**config.mk**
```make
export PLATFORM = sky130hd
export DESIGN_NAME = ptm_cell
export DESIGN_NICKNAME = d
export VERILOG_FILES = /design/src/sv/ptm_pkg.sv /design/src/sv/ptm_cell.sv
export SDC_FILE = /design/constraint.sdc
export NUM_CORES = 1
export LEC_CHECK = 0
export ABC_AREA = 1
export BUFFER_PORTS_ARGS = -buffer_cell sky130_fd_sc_hd__buf_2
export CORE_ASPECT_RATIO = 1.25
export CORE_MARGIN = 5
export CORE_UTILIZATION = 45
export CTS_CLUSTER_DIAMETER = 100
export DETAILED_ROUTE_END_ITERATION = 10
export GPL_TIMING_DRIVEN = 0
export PLACE_DENSITY = 0.81
export SETUP_SLACK_MARGIN = 0.02
export SLEW_MARGIN = 30
export SYNTH_ARGS = -nofsm -noshare
export SYNTH_HDL_FRONTEND = slang
export SYNTH_SLANG_ARGS = --single-unit
```
**constraint.sdc**
```tcl
create_clock -name clock -period 4.9 [get_ports clock]
set_input_delay 0.49 -clock clock [delete_from_list [all_inputs] [get_ports clock]]
set_output_delay 0.49 -clock clock [all_outputs]
set_load 0.1 [all_outputs]
```
**src/sv/ptm_pkg.sv**
```systemverilog
package ptm_pkg;

   localparam int TABLE_DEPTH_DEF  = 64;
   localparam int SOURCE_COUNT_DEF = 256;

   localparam int SOURCE_W  = 8;
   localparam int TAG_W     = 32;
   localparam int HANDLE_W  = 16;
   localparam int ORDER_W   = 32;
   localparam int STATUS_W  = 2;
   // wide enough for the deepest table the block supports (1024 entries)
   localparam int IDX_MAX_W = 10;

   localparam logic OP_POST  = 1'b0;
   localparam logic OP_MATCH = 1'b1;

   localparam logic [STATUS_W-1:0] ST_POSTED   = 2'd0;
   localparam logic [STATUS_W-1:0] ST_MATCHED  = 2'd1;
   localparam logic [STATUS_W-1:0] ST_NO_MATCH = 2'd2;
   localparam logic [STATUS_W-1:0] ST_FULL     = 2'd3;

   // request as broadcast to every cell
   typedef struct packed {
      logic                       op;
      logic [SOURCE_W-1:0]        source;
      logic                       wild;
      logic signed [TAG_W-1:0]    tag;
      logic                       any_tag;
      logic [HANDLE_W-1:0]        handle;
   } cmd_type;

   // best candidate so far, handed from cell to cell
   typedef struct packed {
      logic                       found;
      logic [ORDER_W-1:0]         age;
      logic [HANDLE_W-1:0]        handle;
      logic                       wild;
      logic [IDX_MAX_W-1:0]       idx;
   } token_type;

   // table update at the end of a sweep
   typedef struct packed {
      logic                       post_en;
      logic                       clear_en;
      logic [IDX_MAX_W-1:0]       idx;
   } commit_type;

endpackage

```
**src/sv/ptm_cell.sv**
```systemverilog
module ptm_cell #(
   parameter int CELL_IDX = 0
) (
   input  logic                          clock,
   input  logic                          reset,
   input  ptm_pkg::cmd_type              cmd,
   input  logic [ptm_pkg::ORDER_W-1:0]   post_count,
   input  ptm_pkg::commit_type           commit,
   input  ptm_pkg::token_type            prev_tok,
   output ptm_pkg::token_type            next_tok
);

   localparam logic [ptm_pkg::IDX_MAX_W-1:0] MY_IDX = ptm_pkg::IDX_MAX_W'(CELL_IDX);

   logic                                 valid_ff;
   logic                                 wild_ff;
   logic [ptm_pkg::SOURCE_W-1:0]         source_ff;
   logic signed [ptm_pkg::TAG_W-1:0]     tag_ff;
   logic                                 any_tag_ff;
   logic [ptm_pkg::HANDLE_W-1:0]         handle_ff;
   logic [ptm_pkg::ORDER_W-1:0]          order_ff;
   ptm_pkg::token_type                   tok_ff;
   ptm_pkg::token_type                   tok_in;

   logic                                 hit_src;
   logic                                 hit_tag;
   logic [ptm_pkg::ORDER_W-1:0]          age;
   logic                                 take;
   logic                                 mine;

   assign mine    = (commit.idx == MY_IDX);
   assign hit_src = wild_ff || (source_ff == cmd.source);
   // any-tag never accepts a negative fragment tag
   assign hit_tag = any_tag_ff ? !cmd.tag[ptm_pkg::TAG_W-1] : (tag_ff == cmd.tag);
   assign age     = post_count - order_ff;

   always_comb begin
      if (cmd.op == ptm_pkg::OP_MATCH) begin
         take = valid_ff && hit_src && hit_tag && (!prev_tok.found || age > prev_tok.age);
      end else begin
         take = !valid_ff && !prev_tok.found;
      end
      tok_in = prev_tok;
      if (take) begin
         tok_in.found  = 1'b1;
         tok_in.age    = age;
         tok_in.handle = handle_ff;
         tok_in.wild   = wild_ff;
         tok_in.idx    = MY_IDX;
      end
   end

   always_ff @(posedge clock) begin
      if (reset) begin
         valid_ff <= 1'b0;
      end else if (commit.post_en && mine) begin
         valid_ff <= 1'b1;
      end else if (commit.clear_en && mine) begin
         valid_ff <= 1'b0;
      end
   end

   always_ff @(posedge clock) begin
      tok_ff <= tok_in;
      if (commit.post_en && mine) begin
         wild_ff    <= cmd.wild;
         source_ff  <= cmd.source;
         tag_ff     <= cmd.tag;
         any_tag_ff <= cmd.any_tag;
         handle_ff  <= cmd.handle;
         order_ff   <= post_count;
      end
   end

   assign next_tok = tok_ff;

endmodule

```
==> impl.org, run 1 <==
** Place
- Instance area after placement :: 10070 sq um
- Port Buffers :: 224
- Summed over all nets, the half-perimeter wirelength after detailed placement is 18780 um.
- Placed instance count :: 1509
- Routability congestion estimate :: just under 0.9

** Logic synthesis
- Avg Inst Size Synth :: 8.203 sq um
- Library cell with the highest instance count after synthesis :: sky130_fd_sc_hd__nand2_1
- Sorting the synthesized cells by how often they occur yields 350 x sky130_fd_sc_hd__nand2_1, 164 x sky130_fd_sc_hd__inv_1, 90 x sky130_fd_sc_hd__edfxtp_1.
- Counting flops with a built-in enable in the synthesized netlist gives 90.
- Synth Cell Area :: between 8000 and 9000 sq um
- Sequential-to-total area share from yosys stat :: 45.47%
- The number of different library cells used by synthesis comes to 40.
- Gate count of the mapped netlist :: ~1100
- Cell types occupying the most area after synthesis :: sky130_fd_sc_hd__edfxtp_1 31%, sky130_fd_sc_hd__nand2_1 15%, sky130_fd_sc_hd__dfxtp_1 14%
- Cell type with the largest total area after synthesis :: sky130_fd_sc_hd__edfxtp_1
- Synth warnings :: 0
- Main synth FF type :: sky130_fd_sc_hd__edfxtp_1
- Syn Nets :: roughly 1300
- Post-synthesis sequential element count :: 151
- FFs w/ async S/R, synth :: 0%
- Area share of the largest cell type after synthesis :: a little under a third

** CTS
- The number of gates resized after CTS was 0.
- For this design, the CTS-stage hold fixing added 0 buffers.
- CTS clock-pin slew for the worst setup and hold paths :: 0.07 ns
- Buffers inserted during clock tree synthesis total 17.
- The clock passes through at most 2 buffers.
- Clock latency on the worst-skew pair :: 0.43 ns
- For this design, the sink count on the clock tree is 151.
- TritonCTS clock tree :: built
- Buffer cell driving the clock tree root :: sky130_fd_sc_hd__clkbuf_16
- In this run the number of H-tree levels came out at 4.
- Post-CTS setup repair buffer count :: 0

** Global routing
- Entering global routing, the biggest net connects 62 pins.
- The first global-routing pass estimated 35460 um of wire.
- Number of global-route vias before repair :: 7200
- Initial antenna violation count :: 3
- In the global route stage, overall resource usage came out at 20.85%.
- Global route total overflow :: 0

** Power
- In this run the power spent charging and discharging nets is 1252 uW.
- Of the total power, the share spent switching nets is 35.44%.
- The share of total power dissipated in the clock network is 36.7%.
- Standby leakage power :: ~0.0055 uW
- Per report_power, the sequential group accounts for 39.6% of the total.
- Comb pwr share :: 23.7%
- Internal power comes to 2281 uW.
- Power Dens Cells :: 331.5 nW/um^2
- Worst vdd ir :: around 0.00024 V

** Die
- After floorplanning, the core was divided into 56 placement rows.
- The core region is 18850 sq um.
- Starting density of the core :: 45.78%
- DIE AREA :: 22060 sq um
- Y dimension of the die :: 164.8 um
- Number of ports placed on the die boundary :: roughly 230
- Die Span X :: 133.9 um

** Critical path
- Critical path's most frequent cell :: sky130_fd_sc_hd__nand2_1
- The cell family contributing the most delay on the critical path is simple AND/OR/NAND/NOR gates.
- The slowest stage of the critical path belongs to the cell sky130_fd_sc_hd__fa_1.
- In this run the worst path has a maximum fanout of 10.
- On the worst path, the slowest cell contributes a delay of 0.40 ns.
- Data arrives at the worst endpoint at 3.99 ns.
- Required time of the critical path :: 5.20 ns
- Endpoint class of the critical path :: register
- Category of the worst setup path launch point :: register
- Critical path class :: reg2reg
- Buf+Inv Stages, Crit Path :: 2

** Cells and area
- Filler cells :: 1675
- Fraction of final layout cells sized beyond drive strength 1 :: a little under a quarter
- Final instance area :: approximately 11000 sq um
- For this run, the post-layout net count is 1525.
- Area Growth Syn to Fin :: 23.50%
- After the flow finishes, the layout carries non-filler instances totaling 1543.
- For this run, the share of the core covered by cells in the final layout is 56.55%.

** Outcome
- The run finished with clean final reports.

** STA
- Max Fclk :: approximately 0.27 GHz
- Setup total negative slack :: 0 ns
- Setup violations remaining at the end of the flow were counted as 0.
- The number of hold violations in the final report is 0.
- Headroom to the max-slew limit came out at 61.15%.
- The number of slew-limit violations in the final report was 0.
- For the final database, setup skew stands at 0.009206 ns.
- Transition time of the tightest slew-check pin :: 0.5774 ns
- Setup repair after global routing left no endpoint under its margin.
- The final critical path takes up 75.36% of the cycle.
- Shortest clock period the worst path allows after layout :: 3.693 ns

** Routing
- Post-Route WL :: approximately 23000 um
- The detailed router placed between 7000 and 8000 vias in this run.
- Drt first-iter violations :: 337
- Dividing the detail-routed wire length by the instance count gives 14.99 um.
- Pre-antenna DRT Iters :: 5
- Residual DRC :: 0
- The count of nets left with antenna violations once routing finished came out at 0.
- Using the TritonRoute via totals, the vias-per-cell ratio works out to 4.828.

** Min path
- Worst min-delay path class :: in2reg

** Run
- The tool flagged a number of max-cap violations equal to 0.
==> registers in the layout (all words and copies together) (netlist names) <==
signal / cells
any_tag_ff: 1
handle_ff: 16
next_tok: 60
order_ff: 32
source_ff: 8
tag_ff: 32
valid_ff: 1
wild_ff: 1
==> logic make-up (layout without fill, tap and decap cells) <==
kind of cell,count (synthesis),count (layout),share of synthesized area (%)
DFF,151,151,45.47
xor gates and xnor gates,49,49,4.973
AOI/OAI and AO/OA,68,68,4.234
other,0,2,0
adders and majority gates,64,64,9.366
buffers and inverters,183,440,8.960
and+or+nand+nor,537,537,27.00
==> final cells by class <==
type / instances / area, sq um / share of cell area [%]
tap: 232 / 290.3 / 2.724
multi-input combinational: 718 / 3933 / 36.90
timing repair buffer: 225 / 1149 / 10.78
antenna: 2 / 5.005 / 0.04696
clock buffer: 17 / 425.4 / 3.992
buffer: 15 / 142.6 / 1.338
inverter: 168 / 635.6 / 5.964
sequential: 151 / 3924 / 36.82
clock inverter: 15 / 153.9 / 1.444
==> per-layer routing <==
layer	share of wire, %	GRT usage (%)	routed length [um]	up-vias
li1	-	-	-	3847
met2	50	37.56	11630	264
met3	6.8	4.388	1575	43
met5	0.086	0	20	-
met1	40	24.19	9229	3293
met4	2.9	8.326	671	2
==> power groups by stage <==
stage	clock network, uW	registers [uW]	logic, uW
after floorplan	0	1760	286
after global placement	0	1430	828
after detailed placement	0	1430	839
after CTS	1330	1400	843
after global routing	1380	1400	905
final	1300	1400	838
==> stage by stage <==
step                worst slack (ns)  power [uW]  hold WS, ns
global route                  0.9308        3692       0.2182
detailed placement            0.8199        2266       0.4581
CTS                            1.131        3567       0.2060
floorplan                      1.585        2050       0.4467
finish                         1.207        3533       0.2182
global placement              0.1021        2254       0.4535
==> final timing paths <==
check | startpoint | end | slack [ns] | depth (start not counted)
worst min register to register | handle_ff[7] | next_tok[18] | 0.47 | 2
worst max register to register | order_ff[0] | next_tok[59] | 1.21 | 25
worst max-delay path | order_ff[0] | next_tok[59] | 1.21 | 25
worst min-delay path | reset | valid_ff | 0.22 | 2
==> placed cells by master, fill, tap and decap left out, drive strengths merged, types with 4 or more instances in the layout <==
cell | Yosys | layout
xnor2 | 32 | 32
edfxtp | 90 | 90
o21ai | 16 | 16
clkbuf | 0 | 17
nor2 | 72 | 72
nor3 | 9 | 9
inv | 168 | 177
dfxtp | 61 | 61
o21bai | 4 | 4
buf | 15 | 240
xor2 | 17 | 17
nand3 | 78 | 78
a21oi | 45 | 45
nand4 | 10 | 10
nand2 | 357 | 357
ha | 63 | 63
Power figures use the tool's default switching activity.
==> run 2, diff against run 1 <==
PLACE_DENSITY = 0.83   (was 0.81)
clock period = 3.1 ns   (was 4.9 ns; I/O delays follow)
==> run 2 against run 1 <==
  * The run now ends with negative setup slack left
  * Largest cell class unchanged
  * Clock skew is essentially flat
  * Largest power group unchanged
  * Register-to-register slack worse by 1.7 ns
  * Flip-flop and latch count is the same
  * Critical path type unchanged
  * Highest routed layer is now met4
==> impl.org, run 2 (synthesis results as in run 1) <==
** Outcome
- The flow ran to the end, but the final reports show violations.
- The checks that failed: negative setup slack.

** STA
- The setup clock skew after layout was 0.009449 ns (+0.0002432 ns).
- Max-slew violations :: 0 (unchanged)
- Max Fclk :: 0.2823 GHz (+4.2%)
- The worst-case setup margin in the final layout is -0.4428 ns (-1.650 ns).
- Unrepaired setup endpoints after global routing :: yes
- The final setup violation count was 60 (+60).
- Final period utilization :: 114.3% (+39 points)
- The sum of negative setup slack is -24.56 ns (-24.56 ns).
- The slew of the pin with the lowest slew margin was 0.6424 ns (+0.06505 ns).
- Count of endpoints failing hold in the final timing report :: 0 (unchanged)
- Shortest clock period the worst path allows after layout :: 3.543 ns (-0.1497 ns)
- Relative slew margins :: 56.78% (-4.4 points)
- Worst hold margin :: 0.03584 ns (-0.1824 ns)

** Global routing
- The initial antenna violation count was 2 (-1).
- The wire length of the first global-routing pass is 37940 um (+7.0%).
- The via count of the first global-routing pass came to 7735 (+7.4%).
- Pin count of the biggest net entering global routing :: 32 (-48%)
- The global-route usage over all layers was 22.26% (+1.4 points).
- The global route total overflow is 0 (unchanged).

** CTS
- Hold Buf Count CTS :: 0 (unchanged)
- The number of buffers on the longest clock path came to 2 (unchanged).
- The root buffer cell chosen for the clock tree is sky130_fd_sc_hd__clkbuf_16.
- The number of buffers created by CTS came to 17 (unchanged).
- The total number of H-tree levels is 4 (unchanged).
- TritonCTS built the clock tree.
- Total number of clock tree sinks :: 151 (unchanged)
- CTS clock-pin slew for the worst setup and hold paths :: 0.07 ns (about the same)
- The insertion delay of the later-clocked pin in the worst-skew pair is 0.44 ns (about the same).

** Critical path
- The critical path is of the reg2reg type.
- The highest cell delay on the worst timing path is 0.38 ns (-0.02 ns).
- Among the stages of the critical path, the cell type that occurs most often is sky130_fd_sc_hd__nand2_2.
- Number of cells on the worst reg-to-reg path :: 26 (+4.0%)
- Endpoint class of the critical path :: register
- Category of the worst setup path launch point :: register
- Required time of the critical path :: 3.42 ns (-1.78 ns)
- Worst path arrival time :: 3.86 ns (-0.13 ns)
- Critical-path top delay cell :: sky130_fd_sc_hd__edfxtp_1
- CP max FO :: 7 (-3)

** Routing
- The highest metal layer carrying signal wires in the routed design is met4.
- The wire length on met2 was 13920 um (+20%).
- Routed vias :: 7889 (+5.9%)
- The met3 wire length came to 1746 um (+11%).
- The overall routed net length came to 26060 um (+13%).
- The routed wirelength normalized by instance count is 16.60 um (+11%).
- The post-detailed-route count of antenna-violating nets was 0 (unchanged).
- Pre-antenna DRT Iters :: 5 (unchanged)
- DR vias/cell :: 5.025 (+4.1%)
- Residual DRC :: 0 (unchanged)
- The routed metal-1 wire length came to 9735 um (+5.5%).
- The number of DRC markers after the initial detailed-route iteration is 397 (+18%).

** Die
- The width of the chip came to 133.9 um (unchanged).
- Area of the core :: 18850 sq um (unchanged)
- Cell row count :: 56 (unchanged)
- The effective utilization at floorplan was 45.78% (unchanged).
- DIE AREA :: 22060 sq um (unchanged)
- The number of primary I/O pins was 225 (unchanged).
- The die outline height is 164.8 um (unchanged).

** Cells and area
- Max reg flops :: 60 (unchanged)
- Fraction of final layout cells sized beyond drive strength 1 :: 33.98% (+11 points)
- The library cell used most frequently in the layout, excluding fill and tap cells, is sky130_fd_sc_hd__nand2_1.
- Number of nets in the layout :: 1552 (+1.8%)
- In the layout the commonest cells are 277 x sky130_fd_sc_hd__nand2_1, 227 x sky130_fd_sc_hd__buf_2, 162 x sky130_fd_sc_hd__inv_1.
- Area Growth Syn to Fin :: 34.83%
- Post-layout util :: 61.73% (+5.2 points)

** Place
- The HPWL reported at the end of detailed placement is 19790 um (+5.4%).
- The number of buffers inserted by port buffering came to 224 (unchanged).
- Routability congestion estimate :: 0.8786 (-0.35%)
- The post-place setup slack was -0.7791 ns (-1.599 ns).

** Power
- Standby leakage power :: 0.005757 uW (+4.9%)
- Power Dens Cells :: 498.2 nW/um^2 (+50%)
- Final Total Pwr :: 5796 uW (+64%)
- Worst vdd ir :: 0.0003583 V (+51%)

** Min path
- Worst min-delay path class :: in2reg
- The worst hold path cell count was 2 (unchanged).

** Run
- Number of max-cap violations :: 0 (unchanged)
## run 2: power by group
| group | internal [uW] | switching (uW) |
|---|---|---|
| clock | 1080 | 979 |
| sequential | 2190 | 18.5 |
| combinational | 444 | 1090 |
## run 2: worst max-delay path, delay by kind of cell, from the launching register on
| kind | cells | cell delay, ns |
|---|---|---|
| adders and majority gates | 3 | 0.80 |
| buffers and inverters | 3 | 0.32 |
| DFF | 1 | 0.38 |
| and+or+nand+nor | 20 | 1.91 |
## run 2: timing repair
item                                    CTS  global route
cloned                                    2             6
resized for setup                        52           112
buffers inserted                         11             6
pin swaps                                14            36
endpoints found under the setup margin   60            60
## run 2: area by class of cell
class | instances | area [sq um]
repair inverters | 1 | 11.26
inverters | 168 | 644.4
plain buffers | 15 | 188.9
clock inverters | 15 | 155.1
repair buffers | 250 | 1498
multi-input cells | 719 | 4493
diodes | 2 | 5.005
well taps | 232 | 290.3
fillers | 1585 | 7213
flip-flops and latches | 151 | 3924
clock buffers | 17 | 425.4
## run 2: worst paths after layout
| kind | endpoint | startpoint | slack, ns |
|---|---|---|---|
| setup / recovery | next_tok[47] | order_ff[0] | -0.44 |
| hold / removal | valid_ff | reset | 0.04 |
| setup reg to reg | next_tok[47] | order_ff[0] | -0.44 |
| hold reg to reg | next_tok[18] | handle_ff[7] | 0.47 |
## run 2: per-layer routing
layer | vias up | GRT usage (%)
li1 | 3898 | -
met5 | - | 0
met3 | 50 | 5.637
met1 | 3670 | 23.89
met4 | 0 | 9.121
met2 | 271 | 41.54
## run 2: stage by stage
step                cells  instance area (sq um)
floorplan            1052                   8641
global placement     1508                  10050
detailed placement   1511                  10120
CTS                  1556                  10990
global route         1570                  11630
finish               1570                  11630
==> run 3, diff against run 2 <==
CORE_ASPECT_RATIO = not set   (was 1.25)
==> run 3 against run 2 <==
  * The run still ends with negative setup slack left
  * Routed wire length decreased by 3.6%
  * Flip-flop and latch count unchanged
  * Global-route usage down 0.71 points
  * Worst hold slack better by 0.026 ns
  * Design area grew 0.52%
  * Combinational power barely moved
  * Maximum frequency rose by 2.9%
  * First-iteration DRC count decreased by 18%
  * Clock power up 6%
  * Largest power group unchanged
==> impl.org, run 3 (synthesis results as in run 1) <==
** Critical path
- By instance count, the cell type seen most on the critical path is sky130_fd_sc_hd__nand2_2.
- Buf+Inv Stages, Crit Path :: 3 (unchanged)
- The data arrival time of the critical path is 3.75 ns (-0.11 ns).
- Category of the worst setup path launch point :: register
- Ordered list of cells on the worst path :: ha_4 -> inv_4 -> fa_2 -> nand2_1 -> nand2_1 -> nand3b_1 -> nand2_2 -> nand2_2 -> nand2_4 -> nand2_2 -> inv_2 -> o21bai_1 -> nand2_2 -> ha_4 -> nand4_1 -> nor4_4 -> nand2_1 -> nand2_1 -> nand2_2 -> nand2_8 -> nand2_8 -> clkbuf_16 -> nand2_2 -> nand2_1
- Critical-path top delay cell :: sky130_fd_sc_hd__edfxtp_1
- The critical path is of the reg2reg type.
- Largest delay contributor family on the critical path :: simple AND/OR/NAND/NOR gates
- The biggest fanout along the worst timing path is 7 (unchanged).
- The worst setup path is captured at a register.
- Critical Path Max Stage Delay :: 0.37 ns (about the same)
- The data required time of the critical path is 3.40 ns (-0.02 ns).

** Die
- The width of the chip is 148.5 um (+11%).
- Area of the core :: 18770 sq um (-0.42%)
- Cell row count :: 50 (-11%)
- The full die area was 22050 sq um (about the same).
- The effective utilization at floorplan was 45.98% (+0.20 points).
- Number of ports placed on the die boundary :: 225 (unchanged)
- Y dimension of the die :: 148.5 um (-9.9%)

** Power
- Final Total Pwr :: 5904 uW (+1.8%)
- Worst vdd ir :: 0.0003461 V (-3.4%)
- Standby leakage power :: 0.005787 uW (+0.52%)
- Power Dens Cells :: 504.8 nW/um^2 (+1.3%)

** Routing
- The via total after detailed routing was 7722 (-2.1%).
- The post-detailed-route count of antenna-violating nets was 0 (unchanged).
- DR vias/cell :: 4.912 (-2.2%)
- The overall routed net length was 25130 um (-3.6%).
- The routed wirelength normalized by instance count is 15.98 um (-3.7%).
- Pre-antenna DRT Iters :: 5 (unchanged)
- The DRC violations left was 0 (unchanged).
- The number of DRC markers after the initial detailed-route iteration came to 325 (-18%).

** STA
- The slew of the pin with the lowest slew margin is 0.5520 ns (-0.09040 ns).
- Worst hold margin :: 0.06172 ns (+0.02588 ns)
- Setup repair after global routing could not meet its margin everywhere.
- The setup clock skew after layout is 0.01266 ns (+0.003212 ns).
- The final setup violation count came to 60 (unchanged).
- Shortest clock period the worst path allows after layout :: 3.444 ns (-0.09912 ns)
- Max-slew violations :: 0 (unchanged)
- Relative slew margins :: 63.45% (+6.7 points)
- The post-route clock period utilization was 111.1% (-3.2 points).
- The upper clock frequency limit came to 0.2904 GHz (+2.9%).
- Final worst setup slack :: -0.3437 ns (+0.09912 ns)
- Count of endpoints failing hold in the final timing report :: 0 (unchanged)

** CTS
- TritonCTS clock tree :: built
- The number of buffers added to fix hold violations after cts is 0 (unchanged).
- Number of H-tree levels :: 4 (unchanged)
- Clock latency on the worst-skew pair :: 0.42 ns (-0.02 ns)
- Total number of clock tree sinks :: 151 (unchanged)
- Buffer cell driving the clock tree root :: sky130_fd_sc_hd__clkbuf_16
- CTS clock-pin slew for the worst setup and hold paths :: 0.07 ns (about the same)
- The number of buffers on the longest clock path was 2 (unchanged).
- TritonCTS buffer count :: 17 (unchanged)

** Global routing
- Number of global-route vias before repair :: 7595 (-1.8%)
- The global route total overflow is 0 (unchanged).
- The largest net degree at the start of global routing is 30 (-6.3%).
- The wire length of the first global-routing pass was 37120 um (-2.1%).
- Initial antenna violation count :: 4 (+2)
- Overall routing resource usage :: 21.55% (-0.71 points)

** Outcome
- The run finished, with violations left.
- The checks that failed: negative setup slack.

** Min path
- The path class of the tightest hold or removal check is in2reg.

** Cells and area
- The final standard cell count with taps included and fillers excluded came to 1572 (+0.13%).
- Area occupied by registers :: 3924 sq um (unchanged)
- Leading cell type in the layout, fill and taps excluded :: sky130_fd_sc_hd__nand2_1
- Final instance area :: 11700 sq um (+0.52%)
- Filler cells :: 1607 (+1.4%)
- Area Growth Syn to Fin :: 35.52%
- Leaving out fill and tap cells, the most frequent cells in the layout are 283 x sky130_fd_sc_hd__nand2_1, 228 x sky130_fd_sc_hd__buf_2, 161 x sky130_fd_sc_hd__inv_1.
- The post-layout utilization of the core came to 62.31% (+0.58 points).
- The share of cells above drive strength 1 is 33.98% (unchanged).
- The footprint of the multi-input gates came to 4529 sq um (+0.81%).
- Max reg flops :: 60 (unchanged)
- The net count reported at finish came to 1552 (unchanged).

** Place
- The global placer's final weighted congestion came to 0.8717 (-0.79%).
- The HPWL reported at the end of detailed placement was 19000 um (-4.0%).
- Port Buffers :: 224 (unchanged)
- The placed instance area was 10120 sq um (about the same).
- Placed instance count :: 1513 (+0.13%)

** Run
- Number of max-cap violations :: 0 (unchanged)
run 3: changes by cell type in the layout (fill, tap and decap cells not counted), sizes merged:
| cell | delta |
|---|---|
| buf | +4 |
| bufinv | +1 |
| clkbuf | -3 |
| clkinv | +2 |
| clkinvlp | -2 |
| inv | -2 |
run 3: repair_timing:
item / in CTS / in global routing
endpoints found under the setup margin: 60 / 60
cloned: 3 / 4
buffers inserted: 13 / 5
pin swaps: 33 / 30
gates resized for setup: 58 / 110
run 3: per-stage QoR:
stage                     worst slack [ns]  setup TNS [ns]
after floorplan                    0.02219               0
after global placement             -0.6636          -35.15
after detailed placement           -0.7346          -37.89
after CTS                          -0.3940          -21.08
after global routing               -0.5076          -28.01
final                              -0.3437          -16.93
run 3: path summary, 6_finish.rpt:
check / slack, ns / endpoint / cells after the start / start
worst max-delay path: -0.34 / next_tok[16] / 24 / order_ff[0]
worst min-delay path: 0.06 / handle_ff[13] / 1 / cmd[13]
worst max register to register: -0.34 / next_tok[16] / 24 / order_ff[0]
worst min register to register: 0.48 / next_tok[20] / 2 / handle_ff[9]
run 3: power by group:
| part | switching (uW) | internal [uW] | leakage, uW | total (uW) |
|---|---|---|---|---|
| Combinational | 1080 | 444 | 0.00416 | 1520 |
| Sequential | 15.7 | 2190 | 0.00132 | 2210 |
| Clock | 995 | 1180 | 0.000305 | 2170 |
run 3: worst reg2reg max path, cell delays in order (launching register included):
cell and delay (ns):
sky130_fd_sc_hd__edfxtp_1 0.37, sky130_fd_sc_hd__ha_4 0.17, sky130_fd_sc_hd__inv_4 0.04, sky130_fd_sc_hd__fa_2 0.33, sky130_fd_sc_hd__nand2_1 0.06, sky130_fd_sc_hd__nand2_1 0.06, sky130_fd_sc_hd__nand3b_1 0.10, sky130_fd_sc_hd__nand2_2 0.08
sky130_fd_sc_hd__nand2_2 0.08, sky130_fd_sc_hd__nand2_4 0.08, sky130_fd_sc_hd__nand2_2 0.08, sky130_fd_sc_hd__inv_2 0.03, sky130_fd_sc_hd__o21bai_1 0.17, sky130_fd_sc_hd__nand2_2 0.13, sky130_fd_sc_hd__ha_4 0.28, sky130_fd_sc_hd__nand4_1 0.16
sky130_fd_sc_hd__nor4_4 0.33, sky130_fd_sc_hd__nand2_1 0.09, sky130_fd_sc_hd__nand2_1 0.07, sky130_fd_sc_hd__nand2_2 0.09, sky130_fd_sc_hd__nand2_8 0.13, sky130_fd_sc_hd__nand2_8 0.11, sky130_fd_sc_hd__clkbuf_16 0.19, sky130_fd_sc_hd__nand2_2 0.06
sky130_fd_sc_hd__nand2_1 0.06
run 3: routing by layer:
layer | vias up | part of all wire (%) | GRT usage [%] | wire length, um
met1 | 3544 | 41 | 25.49 | 10350
li1 | 3903 | - | - | -
met3 | 49 | 5.7 | 4.266 | 1422
met2 | 222 | 50 | 38.17 | 12520
met5 | - | 0.10 | 0 | 26
met4 | 4 | 3.2 | 8.961 | 810
run 3: layout make-up:
type,count,share of cell area (%)
Clock buffer,17,3.638
Tap cell,234,2.503
Sequential cell,151,33.55
Antenna cell,2,0.04279
Clock inverter,15,1.712
Buffer,15,1.637
Inverter,168,5.488
Timing Repair Buffer,251,12.70
Multi-Input combinational cell,719,38.73
